File: src/hw/rtl/assert_macros.svh
// Assertion macros used by the RTL back end.
`ifndef ASSERT_MACROS_SVH
`define ASSERT_MACROS_SVH
// Same-cycle implication, checked on every rising clock edge outside reset.
`define PLM_ASSERT_IMP(label, ante, cons, msg) \
  label: assert property (@(posedge clk_i) disable iff (!rst_ni) (ante) |-> (cons)) \
    else $error(msg);
// Next-cycle implication, checked on every rising clock edge outside reset.
`define PLM_ASSERT_NEXT(label, ante, cons, msg) \
  label: assert property (@(posedge clk_i) disable iff (!rst_ni) (ante) |=> (cons)) \
    else $error(msg);
`endif

File: src/hw/rtl/plm_pkg.sv
// Types and constants shared by the likelihood chi-square modules.
package plm_pkg;
  localparam int unsigned FracBits = 16;
  localparam int unsigned MaxBins  = 256;
  localparam int unsigned BinW     = 9;
  localparam int unsigned LogFrac  = 28;
  localparam logic [27:0] Ln2Q28   = 28'd186065280;
  localparam logic [47:0] SumMax   = 48'hFFFF_FFFF_FFFF;

  typedef enum logic [1:0] {
    OpNone,
    OpAddV,
    OpLog
  } op_e;

  typedef struct packed {
    logic [31:0] predicted;
    logic [15:0] observed;
    logic        last;
  } in_req_t;

  typedef struct packed {
    logic [47:0] statistic;
    logic        saturated;
  } out_req_t;

  typedef struct packed {
    op_e         op;
    logic [31:0] predicted;
    logic [15:0] observed;
    logic        last;
  } cmd_t;
endpackage

File: src/hw/rtl/plm_front.sv
// Front end: accepts bins, numbers and classifies them, and queues commands.
module plm_front (
  input  logic                clk_i,
  input  logic                rst_ni,
  input  logic [7:0]          first_bin_i,
  input  logic                in_valid_i,
  input  plm_pkg::in_req_t    in_req_i,
  output logic                in_stall_o,
  output logic                cmd_valid_o,
  output plm_pkg::cmd_t       cmd_o,
  input  logic                cmd_pop_i
);
  plm_pkg::cmd_t                fifo_q [2];
  logic                         wr_ptr_q, wr_ptr_d;
  logic                         rd_ptr_q, rd_ptr_d;
  logic [1:0]                   cnt_q, cnt_d;
  logic [plm_pkg::BinW-1:0]     bin_q, bin_d;
  logic                         push;
  logic                         incl;
  plm_pkg::cmd_t                cmd_new;

  assign in_stall_o  = (cnt_q == 2'd2);
  assign push        = in_valid_i && !in_stall_o;
  assign cmd_valid_o = (cnt_q != 2'd0);
  assign cmd_o       = fifo_q[rd_ptr_q];

  assign incl = (bin_q >= {1'b0, first_bin_i});

  always_comb begin
    cmd_new.predicted = in_req_i.predicted;
    cmd_new.observed  = in_req_i.observed;
    cmd_new.last      = in_req_i.last;
    if (!incl || (in_req_i.predicted == 32'd0)) begin
      cmd_new.op = plm_pkg::OpNone;
    end else if (in_req_i.observed == 16'd0) begin
      cmd_new.op = plm_pkg::OpAddV;
    end else begin
      cmd_new.op = plm_pkg::OpLog;
    end
  end

  always_comb begin
    wr_ptr_d = wr_ptr_q;
    rd_ptr_d = rd_ptr_q;
    cnt_d    = cnt_q;
    bin_d    = bin_q;
    if (push) begin
      wr_ptr_d = !wr_ptr_q;
      if (in_req_i.last) begin
        bin_d = plm_pkg::BinW'(1);
      end else if (bin_q < plm_pkg::BinW'(plm_pkg::MaxBins)) begin
        bin_d = bin_q + plm_pkg::BinW'(1);
      end
    end
    if (cmd_pop_i) begin
      rd_ptr_d = !rd_ptr_q;
    end
    cnt_d = cnt_q + {1'b0, push} - {1'b0, cmd_pop_i};
  end

  always_ff @(posedge clk_i or negedge rst_ni) begin
    if (!rst_ni) begin
      wr_ptr_q <= 1'b0;
      rd_ptr_q <= 1'b0;
      cnt_q    <= 2'd0;
      bin_q    <= plm_pkg::BinW'(1);
    end else begin
      wr_ptr_q <= wr_ptr_d;
      rd_ptr_q <= rd_ptr_d;
      cnt_q    <= cnt_d;
      bin_q    <= bin_d;
    end
  end

  always_ff @(posedge clk_i) begin
    if (push) begin
      fifo_q[wr_ptr_q] <= cmd_new;
    end
  end
endmodule

File: config.mk
export PLATFORM = sky130hd
export DESIGN_NAME = plm_front
export DESIGN_NICKNAME = d
export VERILOG_FILES = /design/src/hw/rtl/assert_macros.svh /design/src/hw/rtl/plm_pkg.sv /design/src/hw/rtl/plm_front.sv
export SDC_FILE = /design/constraint.sdc
export NUM_CORES = 1
export LEC_CHECK = 0
export BUFFER_PORTS_ARGS = -buffer_cell sky130_fd_sc_hd__clkbuf_2
export CAP_MARGIN = 30
export CORE_ASPECT_RATIO = 1.75
export CORE_UTILIZATION = 55
export DETAILED_ROUTE_END_ITERATION = 10
export PLACE_DENSITY = 0.82
export SYNTH_ARGS = -nofsm -noshare
export SYNTH_HDL_FRONTEND = slang
export SYNTH_SLANG_ARGS = --single-unit
File: constraint.sdc
create_clock -name clk_i -period 7.84 [get_ports clk_i]
set_clock_uncertainty 0.1 [all_clocks]
set_input_delay 0.392 -clock clk_i [delete_from_list [all_inputs] [get_ports clk_i]]
set_output_delay 0.392 -clock clk_i [all_outputs]
set_load 0.02 [all_outputs]
==> metrics <==
clk sinks 115; switching share of power 0.310; Critical Path RT 7.35 ns; worst hold-check path type input port to flip-flop; drt first pass iters 4; TritonCTS Buffers 17; unique cell type count in the Yosys netlist 38; Synth Area in XOR/XNOR 0.00751; post-CTS sizing 0; Post-Syn Instances 276; Synth Area in Compound Gates 0.0298; asr flop ratio synth 0.113; initial antenna violation count 0; crit path DAT 1.99 ns; number of vias per cell 5.55; maximum VDD drop 0.339 mV; Congestion Overflow GR 0; CTS tree done; RSZ-0062 raised after global routing no; clk root buf clkbuf_16; Post-CTS Setup Bufs 0; # Max-Cap Violations 0; Nets 477; overall power 2.39 mW; top_reg_cell synth edfxtp_1; Die Width 71.6 um; Routed WL 9090 um; Worst-path clk slew 0.05 ns; post-synthesis sequential area ratio 0.726; pwr dens 401 nW/um2; multiplexer share of the synthesized area 0.130; Net Count, Synth 348; Mapped Avg Cell Area 16.9 um2; upper clock frequency limit 402 MHz; Yosys warning count 0; Switch Pwr 0.741 mW; Total GRT Usage 0.213; Initial Util 0.565; drc violations 0; Post-DP HPWL 6090 um; Startpoint Class flip-flop; area delta synth->final 28.0%; Core ar. 8260 um2; fin util 0.723; CTS H-tree depth 4; Die H 124 um; first-pass GRT wire length 13,600 um; share of power burned in registers 0.387; DR iter-0 viols 149; # rows 44; relative slew slack 0.440; largest family of logic cells by synthesized area multiplexers; die area 8870 um2; Hold Worst Slack 0.0962 ns; Finish-stage setup viols 0; Pleak 2.38 nW; I/O Buffers 113; IO Count 114; Period Utilization, post-route 0.317; setup TNS 0 ns; worst-skew pair later-pin latency 0.40 ns; Crit. End Element primary output; Crit Path Max Fanout 28; Final Hold Viols 0; vias in the first global route 2,866; Vias 2,828; Post-DP Area 5360 um2; post-route cell area 5970 um2; Routed Antenna Nets 0; share of cells above drive strength 1 0.481; flip-flop and latch count after synthesis 115; WL per Instance 17.8 um; synthesized cell area 4670 um2; antenna diode count 0; fin. max-slew vios 0; Max Buffers Root-to-Sink 2; worst slew pin tran 0.819 ns; Period minus WS final 2.49 ns; status finished, final reports clean; CP startpoint rd_ptr_q; Synth Area in Adders 0.0295; Clock power frac 0.322; Synth Area in Simple Gates 0.0603; pin count of the biggest net entering global routing 52; reg2reg start bin_q[0]; Post-synth EDFFs 102; internal power 1.65 mW; kind of critical path flip-flop to primary output; r2r setup slk 5.40 ns; min-delay src in_req_i[25]; GP Congestion 0.795; combinational power share 0.290
placed cells by master (no fill, tap or decap), types with 2 or more instances in the layout:
| master | count |
|---|---|
| clkinv_1 | 5 |
| edfxtp_1 | 102 |
| nand4_1 | 3 |
| dfrtp_1 | 11 |
| clkbuf_2 | 113 |
| nand2b_1 | 2 |
| bufinv_16 | 4 |
| a21boi_1 | 2 |
| o211ai_1 | 2 |
| nand2_1 | 10 |
| clkbuf_16 | 17 |
| o21ai_1 | 5 |
| buf_4 | 2 |
| nor3_1 | 4 |
| a21oi_1 | 4 |
| nor4_1 | 14 |
| mux2i_1 | 2 |
| nand3_1 | 4 |
| nor2b_1 | 2 |
| clkbuf_1 | 2 |
| ha_1 | 11 |
| inv_2 | 2 |
| xnor2_1 | 3 |
| nor2_1 | 2 |
| mux2_2 | 52 |
| inv_1 | 11 |
| clkinv_2 | 2 |
| o21ai_0 | 3 |
cell type report:
type                            count  area [um2]
Sequential cell                   115        3390
Fill cell                         545        2290
Tap cell                           92         115
Multi-Input combinational cell    141        1210
Timing Repair Buffer              117         611
Clock buffer                       19         433
Clock inverter                     13         165
Inverter                           13        48.8
power groups by stage:
stage / clock network (mW) / registers, mW / logic [mW]
5_1_grt: 0.808 / 0.942 / 0.750
3_5_place_dp: 0 / 0.941 / 0.699
4_1_cts: 0.781 / 0.931 / 0.703
2_1_floorplan: 0 / 0.895 / 0.507
3_3_place_gp: 0 / 0.954 / 0.655
6_report: 0.771 / 0.927 / 0.695
per-stage QoR:
| stage | cells | setup slack, ns |
|---|---|---|
| final | 510 | 5.35 |
| after global routing | 510 | 5.18 |
| after CTS | 510 | 5.30 |
| after detailed placement | 477 | 5.39 |
| after global placement | 476 | 5.44 |
| after floorplan | 276 | 4.34 |
per-layer routing:
metal  GRT usage  wire (um)  up-vias
met5           0          0        -
met4      0.0919        123        0
met3      0.0615        405       10
met2       0.393       5210       87
met1       0.223       3350     1386
li1            -          -     1345
flip-flops by register name, indices dropped and copies added, names as in the netlist:
signal and flops:
fifo_q 102, bin_q 9, cnt_q 2, rd_ptr_q 1, wr_ptr_q 1
worst paths after layout:
check	endpoint	depth (start not counted)
min reg2reg	cnt_q[1]	1
min in group asynchronous	bin_q[2]	2
max reg2reg	fifo_q[0][49]	6
max in group asynchronous	bin_q[0]	2
min	fifo_q[0][25]	1
max	cmd_o[8]	3
timing repair:
item                       4_1_cts  5_1_grt
hold buffers                     1        0
hold endpoints to repair        12        0
setup endpoints to repair        0        0
Yosys cell counts (2+ instances only):
library cell / instances / area, um2
nor3_1: 4 / 20.0
inv_2: 2 / 7.51
and3_1: 2 / 12.5
a21boi_1: 2 / 15.0
edfxtp_1: 102 / 3060
o21ai_0: 3 / 15.0
mux2i_1: 2 / 20.0
ha_1: 11 / 138
nand2_1: 10 / 37.5
o211ai_1: 2 / 15.0
inv_1: 11 / 41.3
mux2_2: 52 / 586
nor4_1: 14 / 87.6
a21oi_1: 4 / 20.0
nand4_1: 3 / 18.8
o21ai_1: 5 / 25.0
xnor2_1: 3 / 26.3
nand2b_1: 2 / 12.5
dfrtp_1: 12 / 300
clkbuf_1: 5 / 18.8
nor2_1: 3 / 11.3
buf_2: 2 / 10.0
nand3_1: 4 / 20.0
nor2b_1: 2 / 12.5
kinds of logic (layout without fill, tap and decap cells):
| kind of cell | Yosys count | count (layout) |
|---|---|---|
| adder cells (fa/ha/maj) | 11 | 11 |
| multiplexers | 54 | 54 |
| XOR/XNOR | 4 | 4 |
| AND/OR/NAND/NOR | 50 | 50 |
| flip-flops | 115 | 115 |
| buffers and inverters | 20 | 162 |
| AO/OA/AOI/OAI | 22 | 22 |
critical path, stage by stage (launching register included):
cell      delay, ns
dfrtp_2        0.79
buf_12         0.27
mux2_2         0.36
clkbuf_2       0.16
Note: power is estimated with default switching activity, not from simulation.
